[config.mk]
export PLATFORM = sky130hd
export DESIGN_NAME = evidence_gated_authority_governor_core
export DESIGN_NICKNAME = d
export VERILOG_FILES = /design/src/hw/rtl/egag_pkg.sv /design/src/hw/rtl/egag_front.sv /design/src/hw/rtl/egag_queue.sv /design/src/hw/rtl/egag_back.sv /design/src/hw/rtl/evidence_gated_authority_governor_core.sv
export SDC_FILE = /design/constraint.sdc
export NUM_CORES = 1
export LEC_CHECK = 0
export BUFFER_PORTS_ARGS = -buffer_cell sky130_fd_sc_hd__buf_2
export CAP_MARGIN = 20
export CELL_PAD_IN_SITES_DETAIL_PLACEMENT = 0
export CELL_PAD_IN_SITES_GLOBAL_PLACEMENT = 1
export CORE_MARGIN = 5
export CORE_UTILIZATION = 25
export CTS_CLUSTER_SIZE = 24
export DETAILED_ROUTE_END_ITERATION = 6
export PLACE_DENSITY = 0.45
export SLEW_MARGIN = 20
export SYNTH_ARGS = -nofsm -noshare
export SYNTH_HDL_FRONTEND = slang
export SYNTH_SLANG_ARGS = --single-unit
[constraint.sdc]
create_clock -name clk -period 6.9 [get_ports clk]
set_clock_uncertainty 0.2 [all_clocks]
set_input_delay 0 -clock clk [delete_from_list [all_inputs] [get_ports clk]]
set_output_delay 0 -clock clk [all_outputs]
set_load 0.01 [all_outputs]
[src/hw/rtl/egag_pkg.sv]
// Package for the evidence-gated authority governor.
// Shared widths, register indexes and the structs passed between the front
// end, the queue and the back end. No dependencies.
package egag_pkg;

    localparam int COUNT_BITS = 8;
    localparam int EPOCH_BITS = 32;
    localparam int FRAC_BITS  = 12;
    localparam int FIX_BITS   = FRAC_BITS + 1;
    localparam int LVL_BITS   = 2;
    localparam int DWELL_BITS = 8;
    localparam int CFG_IDX_BITS  = 3;
    localparam int CFG_DATA_BITS = 13;
    localparam int QUEUE_DEPTH   = 2;

    localparam logic [FIX_BITS-1:0]   FIX_ONE   = FIX_BITS'(1) << FRAC_BITS;
    localparam logic [COUNT_BITS-1:0] COUNT_MAX = '1;

    // Configuration register indexes
    typedef enum logic [CFG_IDX_BITS-1:0] {
        REG_LVL3_MAX_RISK  = 3'd0,
        REG_LVL2_MAX_RISK  = 3'd1,
        REG_LVL1_MAX_RISK  = 3'd2,
        REG_LVL3_MIN_AGREE = 3'd3,
        REG_LVL2_MIN_AGREE = 3'd4,
        REG_LVL1_MIN_AGREE = 3'd5,
        REG_DWELL_NEEDED   = 3'd6,
        REG_LEVEL_CEILING  = 3'd7
    } cfg_idx_t;

    // Item function codes
    localparam logic FUNC_EVIDENCE = 1'b0;
    localparam logic FUNC_INIT     = 1'b1;

    typedef struct packed {
        logic [FIX_BITS-1:0]   lvl3_max_risk;
        logic [FIX_BITS-1:0]   lvl2_max_risk;
        logic [FIX_BITS-1:0]   lvl1_max_risk;
        logic [FIX_BITS-1:0]   lvl3_min_agree;
        logic [FIX_BITS-1:0]   lvl2_min_agree;
        logic [FIX_BITS-1:0]   lvl1_min_agree;
        logic [DWELL_BITS-1:0] dwell_needed;
        logic [LVL_BITS-1:0]   level_ceiling;
    } cfg_t;

    // Classified item handed from front end to back end
    typedef struct packed {
        logic                  func;
        logic [LVL_BITS-1:0]   start_level;
        logic                  usable;
        logic [LVL_BITS-1:0]   goal;
        logic [EPOCH_BITS-1:0] epoch;
    } item_t;

    // One result transaction
    typedef struct packed {
        logic [LVL_BITS-1:0]   prior_level;
        logic [LVL_BITS-1:0]   goal_level;
        logic [LVL_BITS-1:0]   new_level;
        logic [COUNT_BITS-1:0] dwell_count;
        logic                  was_demoted;
        logic                  was_promoted;
        logic                  was_counted;
        logic                  was_rejected;
    } result_t;

    // Queue status: full toward the producer side, empty toward the back end
    typedef struct packed {
        logic full;
        logic empty;
    } q_status_t;

endpackage

[src/hw/rtl/egag_front.sv]
// Front end of the authority governor: checks evidence and grades it into
// a goal level against the live thresholds. Depends on egag_pkg.
module egag_front (
    input  egag_pkg::cfg_t                   cfg,
    input  logic                             func,
    input  logic [egag_pkg::LVL_BITS-1:0]    start_level,
    input  logic [egag_pkg::FIX_BITS-1:0]    risk_bound,
    input  logic [egag_pkg::FIX_BITS-1:0]    agreement,
    input  logic                             is_fresh,
    input  logic                             provenance_ok,
    input  logic                             witness_ok,
    input  logic                             anchor_ok,
    input  logic [egag_pkg::EPOCH_BITS-1:0]  epoch,
    output egag_pkg::item_t                  item
);

    logic                          usable;
    logic [egag_pkg::LVL_BITS-1:0] raw_goal;
    logic [egag_pkg::LVL_BITS-1:0] capped_start;

    // Evidence is usable only with all flags set and both values in [0, 1.0]
    assign usable = is_fresh && provenance_ok && witness_ok && anchor_ok
                    && (risk_bound <= egag_pkg::FIX_ONE)
                    && (agreement <= egag_pkg::FIX_ONE);

    // Graded thresholds, highest level wins
    always_comb
    begin
        raw_goal = '0;
        if (usable)
        begin
            priority if (risk_bound <= cfg.lvl3_max_risk && agreement >= cfg.lvl3_min_agree)
                raw_goal = 2'd3;
            else if (risk_bound <= cfg.lvl2_max_risk && agreement >= cfg.lvl2_min_agree)
                raw_goal = 2'd2;
            else if (risk_bound <= cfg.lvl1_max_risk && agreement >= cfg.lvl1_min_agree)
                raw_goal = 2'd1;
            else
                raw_goal = 2'd0;
        end
    end

    assign capped_start = (start_level < cfg.level_ceiling) ? start_level : cfg.level_ceiling;

    // Pack the classified transaction
    always_comb
    begin
        item.func        = func;
        item.start_level = capped_start;
        item.usable      = usable;
        item.goal        = (raw_goal < cfg.level_ceiling) ? raw_goal : cfg.level_ceiling;
        item.epoch       = epoch;
    end

endmodule

[src/hw/rtl/egag_queue.sv]
// Two-entry queue between governor front end and back end.
// Holds classified items so either side can stall alone. Depends on egag_pkg.
module egag_queue (
    input  logic                 clk,
    input  logic                 rst_n,
    input  logic                 push,
    input  egag_pkg::item_t      push_item,
    input  logic                 pop,
    output egag_pkg::item_t      head_item,
    output egag_pkg::q_status_t  status
);

    localparam int PTR_BITS = $clog2(egag_pkg::QUEUE_DEPTH);
    localparam int CNT_BITS = $clog2(egag_pkg::QUEUE_DEPTH + 1);

    egag_pkg::item_t       mem [egag_pkg::QUEUE_DEPTH];
    logic [PTR_BITS-1:0]   wr_ptr_reg, wr_ptr_next;
    logic [PTR_BITS-1:0]   rd_ptr_reg, rd_ptr_next;
    logic [CNT_BITS-1:0]   count_reg, count_next;

    assign status.full  = (count_reg == CNT_BITS'(egag_pkg::QUEUE_DEPTH));
    assign status.empty = (count_reg == '0);
    assign head_item    = mem[rd_ptr_reg];

    // Pointer and occupancy update
    always_comb
    begin
        wr_ptr_next = wr_ptr_reg;
        rd_ptr_next = rd_ptr_reg;
        count_next  = count_reg;
        if (push)
            wr_ptr_next = (wr_ptr_reg == PTR_BITS'(egag_pkg::QUEUE_DEPTH - 1))
                          ? '0 : wr_ptr_reg + PTR_BITS'(1);
        if (pop)
            rd_ptr_next = (rd_ptr_reg == PTR_BITS'(egag_pkg::QUEUE_DEPTH - 1))
                          ? '0 : rd_ptr_reg + PTR_BITS'(1);
        if (push && !pop)
            count_next = count_reg + CNT_BITS'(1);
        else if (pop && !push)
            count_next = count_reg - CNT_BITS'(1);
    end

    always_ff @(posedge clk or negedge rst_n)
    begin
        if (!rst_n)
        begin
            wr_ptr_reg <= '0;
            rd_ptr_reg <= '0;
            count_reg  <= '0;
        end
        else
        begin
            wr_ptr_reg <= wr_ptr_next;
            rd_ptr_reg <= rd_ptr_next;
            count_reg  <= count_next;
        end
    end

    // Entry storage
    always_ff @(posedge clk)
    begin
        if (push)
            mem[wr_ptr_reg] <= push_item;
    end

endmodule

[src/hw/rtl/egag_back.sv]
// Back end of the authority governor: holds level, dwell counter, last
// epoch and init flag, and registers one result per item. Depends on egag_pkg.
module egag_back (
    input  logic                 clk,
    input  logic                 rst_n,
    input  egag_pkg::cfg_t       cfg,
    input  logic                 item_valid,
    input  egag_pkg::item_t      item,
    output logic                 item_pop,
    output logic                 res_valid,
    input  logic                 res_stall,
    output egag_pkg::result_t    res
);

    logic [egag_pkg::LVL_BITS-1:0]   level_reg, level_next;
    logic [egag_pkg::COUNT_BITS-1:0] dwell_reg, dwell_next;
    logic [egag_pkg::EPOCH_BITS-1:0] last_epoch_reg, last_epoch_next;
    logic                            ready_reg, ready_next;
    logic                            res_valid_reg;
    egag_pkg::result_t               res_reg, res_next;

    logic                            newer;
    logic [egag_pkg::COUNT_BITS-1:0] dwell_inc;
    logic [egag_pkg::COUNT_BITS-1:0] dwell_eff;
    logic [egag_pkg::LVL_BITS-1:0]   lvl_tmp;

    // Take an item whenever the output register is free or draining
    assign item_pop  = item_valid && (!res_valid_reg || !res_stall);
    assign res_valid = res_valid_reg;
    assign res       = res_reg;

    assign newer     = item.epoch > last_epoch_reg;
    assign dwell_inc = (dwell_reg == egag_pkg::COUNT_MAX) ? dwell_reg
                       : dwell_reg + egag_pkg::COUNT_BITS'(1);
    assign dwell_eff = (cfg.dwell_needed == '0) ? egag_pkg::COUNT_BITS'(1)
                       : egag_pkg::COUNT_BITS'(cfg.dwell_needed);

    // State update and result for one transaction
    always_comb
    begin
        level_next      = level_reg;
        dwell_next      = dwell_reg;
        last_epoch_next = last_epoch_reg;
        ready_next      = ready_reg;
        lvl_tmp         = level_reg;
        res_next        = '0;
        res_next.prior_level = level_reg;

        if (item.func == egag_pkg::FUNC_INIT)
        begin
            level_next      = item.start_level;
            dwell_next      = '0;
            last_epoch_next = item.epoch;
            ready_next      = 1'b1;
            res_next.new_level = item.start_level;
        end
        else if (!ready_reg)
        begin
            res_next.prior_level  = '0;
            res_next.was_rejected = 1'b1;
        end
        else
        begin
            res_next.goal_level   = item.goal;
            res_next.was_rejected = !item.usable;
            if (item.goal < level_reg)
            begin
                lvl_tmp    = item.goal;
                dwell_next = '0;
                res_next.was_demoted = 1'b1;
            end
            else if (item.goal == level_reg)
            begin
                dwell_next = '0;
            end
            else if (item.usable && newer)
            begin
                dwell_next = dwell_inc;
                res_next.was_counted = 1'b1;
                if (dwell_inc >= dwell_eff)
                begin
                    lvl_tmp    = level_reg + egag_pkg::LVL_BITS'(1);
                    dwell_next = '0;
                    res_next.was_promoted = 1'b1;
                end
            end
            if (item.usable && newer)
                last_epoch_next = item.epoch;
            level_next = (lvl_tmp < cfg.level_ceiling) ? lvl_tmp : cfg.level_ceiling;
            res_next.new_level = level_next;
        end
        res_next.dwell_count = dwell_next;
    end

    // Governor state
    always_ff @(posedge clk or negedge rst_n)
    begin
        if (!rst_n)
        begin
            level_reg      <= '0;
            dwell_reg      <= '0;
            last_epoch_reg <= '0;
            ready_reg      <= 1'b0;
        end
        else if (item_pop)
        begin
            level_reg      <= level_next;
            dwell_reg      <= dwell_next;
            last_epoch_reg <= last_epoch_next;
            ready_reg      <= ready_next;
        end
    end

    // Output register valid
    always_ff @(posedge clk or negedge rst_n)
    begin
        if (!rst_n)
            res_valid_reg <= 1'b0;
        else if (item_pop)
            res_valid_reg <= 1'b1;
        else if (!res_stall)
            res_valid_reg <= 1'b0;
    end

    // Output register payload
    always_ff @(posedge clk)
    begin
        if (item_pop)
            res_reg <= res_next;
    end

endmodule

[src/hw/rtl/evidence_gated_authority_governor_core.sv]
// Top level of the evidence-gated authority governor.
// Holds the configuration registers and joins front end, queue and back end.
// Depends on egag_pkg, egag_front, egag_queue and egag_back.

// The governor takes one item per clock while in_stall is low and gives one
// result per item, in order. The item is classified in the cycle it is
// offered and written into the two-entry queue when accepted; the back end
// then pops it from the queue, updates the level, dwell counter and last
// epoch and fills the output register. The sustained rate, one item per
// cycle, is set by the state update in the back end and holds while
// out_stall lets the output register drain. in_stall rises only
// when the queue is full. Configuration registers are always ready and are
// read live; write them only while no transaction is in flight.
module evidence_gated_authority_governor_core (
    input  logic                                  clk,
    input  logic                                  rst_n,
    // configuration write channel
    input  logic                                  cfg_valid,
    output logic                                  cfg_ready,
    input  logic [egag_pkg::CFG_IDX_BITS-1:0]     cfg_index,
    input  logic [egag_pkg::CFG_DATA_BITS-1:0]    cfg_data,
    // input channel
    input  logic                                  in_valid,
    output logic                                  in_stall,
    input  logic                                  func,
    input  logic [egag_pkg::LVL_BITS-1:0]         start_level,
    input  logic [egag_pkg::FIX_BITS-1:0]         risk_bound,
    input  logic [egag_pkg::FIX_BITS-1:0]         agreement,
    input  logic                                  is_fresh,
    input  logic                                  provenance_ok,
    input  logic                                  witness_ok,
    input  logic                                  anchor_ok,
    input  logic [egag_pkg::EPOCH_BITS-1:0]       epoch,
    // result channel
    output logic                                  out_valid,
    input  logic                                  out_stall,
    output logic [egag_pkg::LVL_BITS-1:0]         prior_level,
    output logic [egag_pkg::LVL_BITS-1:0]         goal_level,
    output logic [egag_pkg::LVL_BITS-1:0]         new_level,
    output logic [egag_pkg::COUNT_BITS-1:0]       dwell_count,
    output logic                                  was_demoted,
    output logic                                  was_promoted,
    output logic                                  was_counted,
    output logic                                  was_rejected
);

    egag_pkg::cfg_t       cfg_reg;
    egag_pkg::item_t      front_item;
    egag_pkg::item_t      head_item;
    egag_pkg::q_status_t  q_stat;
    egag_pkg::result_t    res;
    logic                 push;
    logic                 pop;

    // Configuration registers
    assign cfg_ready = 1'b1;

    always_ff @(posedge clk or negedge rst_n)
    begin
        if (!rst_n)
        begin
            cfg_reg.lvl3_max_risk  <= egag_pkg::FIX_BITS'(1229);
            cfg_reg.lvl2_max_risk  <= egag_pkg::FIX_BITS'(2253);
            cfg_reg.lvl1_max_risk  <= egag_pkg::FIX_BITS'(3277);
            cfg_reg.lvl3_min_agree <= egag_pkg::FIX_BITS'(3277);
            cfg_reg.lvl2_min_agree <= egag_pkg::FIX_BITS'(2458);
            cfg_reg.lvl1_min_agree <= egag_pkg::FIX_BITS'(1434);
            cfg_reg.dwell_needed   <= egag_pkg::DWELL_BITS'(8);
            cfg_reg.level_ceiling  <= egag_pkg::LVL_BITS'(3);
        end
        else if (cfg_valid && cfg_ready)
        begin
            unique case (egag_pkg::cfg_idx_t'(cfg_index))
                egag_pkg::REG_LVL3_MAX_RISK:
                    cfg_reg.lvl3_max_risk  <= egag_pkg::FIX_BITS'(cfg_data);
                egag_pkg::REG_LVL2_MAX_RISK:
                    cfg_reg.lvl2_max_risk  <= egag_pkg::FIX_BITS'(cfg_data);
                egag_pkg::REG_LVL1_MAX_RISK:
                    cfg_reg.lvl1_max_risk  <= egag_pkg::FIX_BITS'(cfg_data);
                egag_pkg::REG_LVL3_MIN_AGREE:
                    cfg_reg.lvl3_min_agree <= egag_pkg::FIX_BITS'(cfg_data);
                egag_pkg::REG_LVL2_MIN_AGREE:
                    cfg_reg.lvl2_min_agree <= egag_pkg::FIX_BITS'(cfg_data);
                egag_pkg::REG_LVL1_MIN_AGREE:
                    cfg_reg.lvl1_min_agree <= egag_pkg::FIX_BITS'(cfg_data);
                egag_pkg::REG_DWELL_NEEDED:
                    cfg_reg.dwell_needed   <= cfg_data[egag_pkg::DWELL_BITS-1:0];
                egag_pkg::REG_LEVEL_CEILING:
                    cfg_reg.level_ceiling  <= cfg_data[egag_pkg::LVL_BITS-1:0];
                default:
                    cfg_reg <= cfg_reg;
            endcase
        end
    end

    // Front end: classify the incoming transaction
    egag_front u_front (
        .cfg           (cfg_reg),
        .func          (func),
        .start_level   (start_level),
        .risk_bound    (risk_bound),
        .agreement     (agreement),
        .is_fresh      (is_fresh),
        .provenance_ok (provenance_ok),
        .witness_ok    (witness_ok),
        .anchor_ok     (anchor_ok),
        .epoch         (epoch),
        .item          (front_item)
    );

    assign in_stall = q_stat.full;
    assign push     = in_valid && !in_stall;

    // Decoupling queue
    egag_queue u_queue (
        .clk       (clk),
        .rst_n     (rst_n),
        .push      (push),
        .push_item (front_item),
        .pop       (pop),
        .head_item (head_item),
        .status    (q_stat)
    );

    // Back end: state update and result register
    egag_back u_back (
        .clk        (clk),
        .rst_n      (rst_n),
        .cfg        (cfg_reg),
        .item_valid (!q_stat.empty),
        .item       (head_item),
        .item_pop   (pop),
        .res_valid  (out_valid),
        .res_stall  (out_stall),
        .res        (res)
    );

    assign prior_level  = res.prior_level;
    assign goal_level   = res.goal_level;
    assign new_level    = res.new_level;
    assign dwell_count  = res.dwell_count;
    assign was_demoted  = res.was_demoted;
    assign was_promoted = res.was_promoted;
    assign was_counted  = res.was_counted;
    assign was_rejected = res.was_rejected;

`ifndef SYNTHESIS
    // A result never both promotes and demotes
    a_prom_dem_excl: assert property (@(posedge clk) disable iff (!rst_n)
        out_valid |-> !(was_promoted && was_demoted))
        else $error("promotion and demotion in one result");

    // Promotion raises the level by exactly one
    a_prom_step: assert property (@(posedge clk) disable iff (!rst_n)
        (out_valid && was_promoted) |-> (new_level == prior_level + 2'd1))
        else $error("promotion did not step one level");

    // Demotion lowers the level
    a_dem_lower: assert property (@(posedge clk) disable iff (!rst_n)
        (out_valid && was_demoted) |-> (new_level < prior_level))
        else $error("demotion did not lower the level");

    // A full queue means the back end was holding on the previous cycle
    a_full_held: assert property (@(posedge clk) disable iff (!rst_n)
        $rose(q_stat.full) |-> $past(!pop))
        else $error("queue filled while back end was draining");
`endif

endmodule

After elaboration in Yosys (flattened, before gate mapping):

Memory sizes are Yosys's and may differ from the RTL's.
Cells that the tools add are included.

* register bits: 154
* input port bits: 86
* memory bits (writable): 76
* logic and storage cells: 141
* memories: 1

Memory list
* u_queue.mem: words 2, bits a word 38, read ports 1, clocked after Yosys merged registers in 0, wr ports 1, line egag_queue.sv:16 `egag_pkg::item_t mem [egag_pkg::QUEUE_DEPTH];`

* reductions and logical operators: 41
* add/sub/neg operators: 6
* equality and inequality tests: 11
* bitwise gates (word level): 2
* magnitude comparators: 14
* multiplexer cells: 42

Operator list (number)
* 2-to-1 mux 32 bit: 3
* 2-to-1 mux 8 bit: 8
* greater-or-equal comparator 13 bit: 3
* <= comparator 13 bit: 3
* 2-to-1 mux 2 bit: 18
* > comparator 32 bit: 1
* <= comparator 13 bit, second input constant: 2
* AND reduction 2 bit: 10
* logical AND 1 bit: 13
* == test 3 bit, second input constant: 4
* 2-to-1 mux 1 bit: 11
* adder 8 x 1 -> 8 bit, second input constant: 1
* == test 8 bit, second input constant: 1
* greater-or-equal comparator 8 bit: 1
* logical NOT 8 bit: 1
* less-than comparator 2 bit: 4
* 2-to-1 mux 4 bit: 2
* logical NOT 1 bit: 7
* == test 3 x 2 -> 1 bit, second input constant: 2
* nonzero test 2 bit: 3
* OR reduction 5 bit: 1
* adder 2 x 1 -> 2 bit, second input constant: 2
* OR reduction 4 bit: 1
* == test 3 x 1 -> 1 bit, second input constant: 1
* 11 further kinds: 13

Depth between registers and ports, before layout:

Gate-level depths: netlist of run 1.

* depth in word-level cells: 13
* gate-level depth with buffers: 21

Cells and area by module:

From an unflattened synthesis of run 1, not the netlist that was laid out.

* cells, all modules: 1033
* area, all modules: 12851.1 um^2

By module, submodules not included
* egag_back: cells each 383, area an instance 4113.9 um^2, instances 1
* evidence_gated_authority_governor_core: cells each 196, area an instance 3402.0 um^2, instances 1
* egag_queue: cells each 134, area an instance 2975.4 um^2, instances 1
* egag_front: cells each 320, area an instance 2359.8 um^2, instances 1

Least setup slack after synthesis of run 1:

No wires, ideal clock.

* path type: flip-flop to flip-flop
* start: reg u_queue.rd_ptr_reg
* end: reg u_back.level_reg[0] (netlist bit)
* library setup time: 0.095 ns
* cell stages (with the launch flop): 18
* setup slack: 2.339 ns
* arrival time: 4.266 ns
* path through: dfrtp_1 > buf_1 > clkbuf_1 > mux2_2 > ha_1 > nand4_2 > nor4_2 > or3b_1 > a31oi_2 > nor2_2 > or3_1 > a31oi_1 > ha_1 > nor2_1 > nor2_1 > nor2_1 > nand2_1 > o31ai_1

RTL lines
* start: declaration: line egag_queue.sv:18 `logic [PTR_BITS-1:0] rd_ptr_reg, rd_ptr_next;`
* start signal: assignment: line egag_queue.sv:54 `rd_ptr_reg <= rd_ptr_next;`
* end signal: assignment: line egag_back.sv:107 `level_reg <= level_next;`
* end: declaration: line egag_back.sv:15 `logic [egag_pkg::LVL_BITS-1:0] level_reg, level_next;`

==> results.toml, run 1 <==
[synth]
yosysTopAreaCellShare_pct = 23.2
synthesis.area_per_instance_um2 = 11.6
ys_warn_count = 0
count_of_flip_flops_with_a_built_in_enable_after_synthesis = 94
largest_family_of_logic_cells_by_synthesized_area = "adder cells"
synth_area_leader = "sky130_fd_sc_hd__edfxtp_1"
synth_cells = 1052
portion_of_the_post_synthesis_area_used_by_sequential_elements_pct = 51.6
synthTopCellsByArea = "sky130_fd_sc_hd__edfxtp_1 23%, sky130_fd_sc_hd__dfrtp_1 20%, sky130_fd_sc_hd__ha_1 13%"
synth-compound-area-share_pct = 10.1
mappedNetlistArea_mm2 = 0.0122
synth.ff_latch_count = 230
yosysUniqueCellTypes = 62
synthXorXnorAreaFrac_pct = 0.576
post_synth_mux_area_share_pct = 10.7
synth-simple-area-share_pct = 8.92
synth-adder-area-share_pct = 13.2
synth-main-ff-cell = "sky130_fd_sc_hd__dfrtp_1"
synthesis.nets = 1266
synth-async-reset-ratio_pct = 59.1

[setup_path]
slowest_delay_ns = 0.55
setup.worst_path.end_class = "flop"
worst-path-max-fanout = 10
setup.worst_path.class = "flop to flop"
path_cells = "ha_1 > and4_1 > nand4_1 > o21ai_0 > ha_1 > nand2_1 > o21ai_0 > a221oi_1 > o21ai_1 > nand3_1 > or3_1 > a31oi_1 > ha_1 > nor2_1 > nor2_1 > nor2_1 > nand3_1 > o21ai_0"
critical_path.startpoint_type = "flop"
worst_ep_arrival_time_ns = 5.28
critical-path-slowest-cell = "sky130_fd_sc_hd__o21ai_1"
worst-endpoint-required_ns = 7.12

[power]
internal-power_mw = 3.74
power_frac_seq_pct = 36.9
areal_power_density_over_the_cells_mw_per_mm2 = 358
comb_power_share_pct = 33.0
cellLeakagePower_nw = 6.71
share_clk_of_total_power_pct = 30.1
power.net_switching_mw = 1.87
ir_worst_vdd_uv = 207
switching_share_pct = 33.3

[finish]
fraction_of_final_layout_cells_with_drive_strength_greater_than_1_pct = 23.3
design_area_mm2 = 0.0156
number_of_flip_flops_in_the_largest_register = 88
num_antenna_cells = 0
final_nets = 1496
filler_cell_count = 4838
area_growth_syn_to_layout_pct = 28.7

[clock_network]
cts_tree = "yes"
htree_levels = 1
clkTransAtPathRegs_ns = 0.06
tritoncts_num_sinks = 230
postCtsResizedCells = 0
clockRootBuffer = "sky130_fd_sc_hd__clkbuf_16"
clk_latency_ns = 0.58
cts.repair_timing.setup_buffer_count = 0
ctsLongestPathBuffers = 3
cts_made_buffers = 30

[timing]
finalMaxSlewViolations = 0
tightestPinTransition_ns = 1.01
timing.fmax_mhz = 198
timing.slew.headroom_pct = 32.6
setup_total_negative_slack_ns = 0
finalSetupViolCount = 0
finalHoldViolations = 0
period_minus_slack_ns = 5.05
layout_worst_path_cycle_share_pct = 73.2
unrepaired_setup_endpoints_after_global_routing = "false"

[drt]
drt_pre_antenna_iters = 4
routedWlPerCell_um = 17.5
drt_first_iter_violations = 323
postRouteWirelength_mm = 33.6
routed-via-count = 8462
route.detailed.vias_per_inst = 4.40
final_antenna_net_count = 0
drc = 0

[die]
start_util_pct = 25.4
chipWidth_um = 231
fp.dieH_um = 231
core_region_area_mm2 = 0.0479
die_ar_mm2 = 0.0532
floorplan.rows = 80
num_io_pins = 107

[place]
hpwlAfterDp_mm = 23.8
gpl.final_weighted_congestion = 0.759
port-buffer-count = 105
post_dp_cell_area_mm2 = 0.0135

[global_route]
grt_pass1_vias = 9074
grtUsageTotal_pct = 12.6
grt_pass1_wl_mm = 53.2
antenna_found_initial = 0
grt_start_max_net_pins = 59
grt.overflow.total = 0

[run]
cap_violations = 0

[worst_hold_path]
hold_path_class = "input port to flop"

[status]
run_status = "finished, final reports clean"
-- worst max-delay path: cells and delay by family (launching register included) --
family | cells | cell delay (ns)
compound gates | 6 | 1.72
simple gates | 9 | 1.71
fa+ha+maj | 3 | 0.74
flops | 1 | 0.52
-- worst paths after layout --
check,slack [ns],from,endpoint,cells past startpoint
max in group asynchronous,5.37,rst_n,cfg_reg[80]$_DFFE_PN0P_,4
worst min register to register,0.28,u_back.last_epoch_reg[22]$_DFFE_PN0P_,u_back.last_epoch_reg[22]$_DFFE_PN0P_,1
worst min-delay path,0.05,risk_bound[12],u_queue.mem[0][32]$_DFFE_PP_,4
worst max register to register,1.85,u_back.dwell_reg[0]$_DFFE_PN0P_,u_back.res[12]$_DFFE_PP_,18
worst max-delay path,1.85,u_back.dwell_reg[0]$_DFFE_PN0P_,u_back.res[12]$_DFFE_PP_,18
min in group asynchronous,0.28,rst_n,u_back.last_epoch_reg[17]$_DFFE_PN0P_,4
-- power groups by stage --
stage          clock network [mW]  logic [mW]  registers (mW)
4_1_cts                      1.76        1.90            2.08
5_1_grt                      1.81        2.13            2.12
2_1_floorplan                   0        1.31            2.04
3_3_place_gp                    0        1.83            2.11
6_report                     1.69        1.85            2.07
3_5_place_dp                    0        1.83            2.10
-- layout by cell type (no fill, tap or decap), types with 30 or more instances in the layout --
cell,n
sky130_fd_sc_hd__nand2_1,86
sky130_fd_sc_hd__dfstp_2,41
sky130_fd_sc_hd__a21oi_1,36
sky130_fd_sc_hd__edfxtp_1,94
sky130_fd_sc_hd__inv_1,130
sky130_fd_sc_hd__ha_1,128
sky130_fd_sc_hd__clkbuf_16,30
sky130_fd_sc_hd__dfrtp_1,94
sky130_fd_sc_hd__o21ai_0,74
sky130_fd_sc_hd__mux2_2,77
sky130_fd_sc_hd__dlygate4sd3_1,108
sky130_fd_sc_hd__nor2_1,31
sky130_fd_sc_hd__buf_2,104
-- repair_timing --
item / 4_1_cts / 5_1_grt
hold buffers: 109 / 0
hold endpoints to repair: 262 / 0
setup endpoints to repair: 0 / 0
-- per-layer routing --
metal	track usage [%]	routed length, µm	part of all wire (%)	vias up
li1	-	-	-	4254
met1	17.3	16200	48	4051
met2	21.4	15700	47	118
met3	1.83	999	3.0	39
met4	2.67	646	1.9	0
met5	0	0	0	-
-- layout make-up --
| class | instances | area [µm²] | area share (%) |
|---|---|---|---|
| repair buffers | 223 | 1700 | 10.9 |
| clock buffers | 31 | 764 | 4.89 |
| inverters | 130 | 488 | 3.12 |
| multi-input cells | 667 | 5330 | 34.0 |
| well taps | 615 | 769 | 4.92 |
| clock inverters | 25 | 322 | 2.05 |
| flip-flops and latches | 230 | 6280 | 40.1 |
-- cell families after synthesis --
kind of cell | count (synthesis)
AO/OA/AOI/OAI | 195
XOR/XNOR | 8
adder cells (fa/ha/maj) | 128
buffers and inverters | 155
flip-flops | 230
multiplexers | 117
other | 1
AND/OR/NAND/NOR | 218
-- per-stage QoR --
step	cells	setup WS, ns	utilization, %	hold WS, ns	total power, mW
after floorplan	1052	2.34	-	-0.496	3.35
after global placement	1756	1.99	28.1	-0.306	3.94
after detailed placement	1756	1.86	28.1	-0.308	3.94
after CTS	1921	1.84	32.6	0.0205	5.73
after global routing	1921	1.40	32.6	0.0770	6.06
final	1921	1.85	32.6	0.0486	5.61
-- cell usage after synthesis, drive strengths merged (4+ instances only) --
master and count:
mux2 106, o211ai 13, nand4 26, a2111oi 4, a221oi 4, dfstp 41, o31ai 4, nor3 10
xnor2 6, a21o 10, mux2i 11, nor2 33, inv 130, clkbuf 18, a21oi 37, nand2b 5
nor4 11, dfrtp 95, o21a 10, nor2b 13, ha 128, o22ai 5, and3 5, o21ai 78
edfxtp 94, buf 7, a211oi 7, a31oi 6, and4 4, nand3 13, nand2 86
(Power assumes the default switching activity.)
==> run 2, diff against run 1 <==
- PLACE_DENSITY: 0.45 -> 0.47
- clock period: 6.9 -> 4.64 ns (I/O delays scaled with it)
==> run 2 against run 1 <==
Net effect: core utilization down 0.11 points; register-to-register slack worse by 1.5 ns; first-iteration DRC count up 13%; sequential share of layout area up 0.13 points.
==> results.toml, run 2 (same netlist as run 1, synthesis figures left out) <==
[global_route]
top_usage_layer = "met2"
antenna_found_initial = 2
grt_pass1_vias = 9282
grt_start_max_net_pins = 65
grt.overflow.total = 0
met2_usage_pct = 21.7
use_met3_pct = 2.09
grt_pass1_wl_mm = 54.0
grt_util_met1_pct = 17.1
grtUsageTotal_pct = 12.8

[die]
chipWidth_um = 231
start_util_pct = 25.4
num_io_pins = 107
die_ar_mm2 = 0.0532
core_region_area_mm2 = 0.0479
floorplan.rows = 80
fp.dieH_um = 231

[place]
port-buffer-count = 105
place_inst = 1766
hpwlAfterDp_mm = 23.7
gpl.final_weighted_congestion = 0.786
post_dp_cell_area_mm2 = 0.0136

[setup_path]
worst-endpoint-required_ns = 4.87
worst_ep_arrival_time_ns = 4.51
setup.worst_path.end_class = "flop"
worst-path-max-fanout = 22
critical_path.startpoint_type = "flop"
setup.worst_path.class = "flop to flop"

[drt]
postRouteWirelength_mm = 33.7
route.detailed.vias_per_inst = 4.45
drt_first_iter_violations = 364
drc = 0
final_antenna_net_count = 0
drt_pre_antenna_iters = 4
routedWlPerCell_um = 17.5
routed-via-count = 8567

[clock_network]
tritoncts_num_sinks = 230
cts_tree = "yes"
ctsLongestPathBuffers = 3
clockRootBuffer = "sky130_fd_sc_hd__clkbuf_16"
cts.repair_timing.setup_buffer_count = 0
cts_made_buffers = 30
htree_levels = 1
clk_latency_ns = 0.58
clkTransAtPathRegs_ns = 0.06

[power]
ir_worst_vdd_uv = 320
areal_power_density_over_the_cells_mw_per_mm2 = 520
total_power_mw = 8.11
cellLeakagePower_nw = 6.69

[finish]
mostFrequentLayoutCells = "130 x sky130_fd_sc_hd__inv_1, 128 x sky130_fd_sc_hd__ha_1, 104 x sky130_fd_sc_hd__buf_2"
layoutNonFillerInstCount = 1927
final_nets = 1501
fraction_of_final_layout_cells_with_drive_strength_greater_than_1_pct = 23.1
layout.cells.most_common = "sky130_fd_sc_hd__inv_1"
number_of_flip_flops_in_the_largest_register = 88
design_area_mm2 = 0.0156
area_growth_syn_to_layout_pct = 28.3
filler_cell_count = 4918

[timing]
tightestPinTransition_ns = 0.919
layout_worst_path_cycle_share_pct = 92.4
unrepaired_setup_endpoints_after_global_routing = "false"
period_minus_slack_ns = 4.29
hold_slack_ns = 0.0769
finalSetupViolCount = 0
finalHoldViolations = 0
setup_total_negative_slack_ns = 0
finalMaxSlewViolations = 0
timing.fmax_mhz = 233
timing.slew.headroom_pct = 37.0

[run]
cap_violations = 0

[worst_hold_path]
hold_path_class = "input port to flop"

[status]
run_status = "finished, final reports clean"
-- run 2: cell types whose count changed in the layout (fill, tap and decap cells not counted), moves of 3 or more --
cell,delta
sky130_fd_sc_hd__bufinv_16,-6
sky130_fd_sc_hd__clkinv_2,-8
sky130_fd_sc_hd__clkbuf_1,+15
sky130_fd_sc_hd__clkbuf_8,+3
sky130_fd_sc_hd__buf_4,+7
sky130_fd_sc_hd__clkinvlp_4,-3
sky130_fd_sc_hd__dlygate4sd3_1,-6
-- run 2: where the power goes --
part	switching [mW]	total [mW]	internal [mW]
Clock	0.910	2.18	1.27
Combinational	1.63	2.92	1.28
Sequential	0.216	3.02	2.81
-- run 2: what timing repair did --
| action | in CTS | in global routing |
|---|---|---|
| hold endpoints to repair | 289 | 0 |
| hold buffers | 103 | 0 |
| endpoints found under the setup margin | 0 | 2 |
| gates resized for setup | 0 | 5 |
-- run 2: worst paths after layout --
path / start / end / slack, ns / depth (start not counted)
max: u_queue.rd_ptr_reg$_DFFE_PN0P_ / u_back.res[12]$_DFFE_PP_ / 0.35 / 16
min: cfg_data[11] / cfg_reg[73]$_DFFE_PN1P_ / 0.08 / 4
max reg2reg: u_queue.rd_ptr_reg$_DFFE_PN0P_ / u_back.res[12]$_DFFE_PP_ / 0.35 / 16
min reg2reg: u_back.last_epoch_reg[4]$_DFFE_PN0P_ / u_back.last_epoch_reg[4]$_DFFE_PN0P_ / 0.28 / 1
max in group asynchronous: rst_n / cfg_reg[73]$_DFFE_PN1P_ / 3.32 / 4
min in group asynchronous: rst_n / cfg_reg[1]$_DFFE_PN1P_ / 0.49 / 3
-- run 2: stage by stage --
| stage | setup slack [ns] | utilization [%] |
|---|---|---|
| 2_1_floorplan | 0.0789 | - |
| 4_1_cts | 0.174 | 32.4 |
| 6_report | 0.352 | 32.5 |
| 3_3_place_gp | 0.309 | 28.3 |
| 5_1_grt | 0.0322 | 32.5 |
| 3_5_place_dp | 0.191 | 28.3 |
-- run 2: cell type report --
type                            count  area, µm²  share of cell area [%]
Sequential cell                   230       6280                    40.3
Multi-Input combinational cell    667       5340                    34.2
Timing Repair Buffer              228       1790                    11.5
Clock buffer                       49        862                    5.53
Tap cell                          615        769                    4.93
Inverter                          130        488                    3.13
Clock inverter                      7       67.6                   0.433
Antenna cell                        1       2.50                  0.0160
-- run 2: per-layer routing --
metal  vias up  part of all wire [%]
li1       4270                     -
met1      4123                    47
met2       123                    47
met3        49                   3.2
met4         2                   2.5
met5         -                 0.039
-- run 2: critical path: stages, from the launching register on --
cell	delay, ns
sky130_fd_sc_hd__dfrtp_2	0.38
sky130_fd_sc_hd__buf_12	0.20
sky130_fd_sc_hd__mux2_2	0.37
sky130_fd_sc_hd__ha_1	0.33
sky130_fd_sc_hd__nand4_1	0.19
sky130_fd_sc_hd__nor4_2	0.34
sky130_fd_sc_hd__or3b_1	0.39
sky130_fd_sc_hd__a31oi_2	0.21
sky130_fd_sc_hd__nor2_2	0.08
sky130_fd_sc_hd__or3_1	0.34
sky130_fd_sc_hd__a31oi_1	0.24
sky130_fd_sc_hd__ha_1	0.28
sky130_fd_sc_hd__nor2_1	0.10
sky130_fd_sc_hd__nor2_1	0.06
sky130_fd_sc_hd__nor2_2	0.14
sky130_fd_sc_hd__nand3_1	0.10
sky130_fd_sc_hd__o21ai_1	0.17
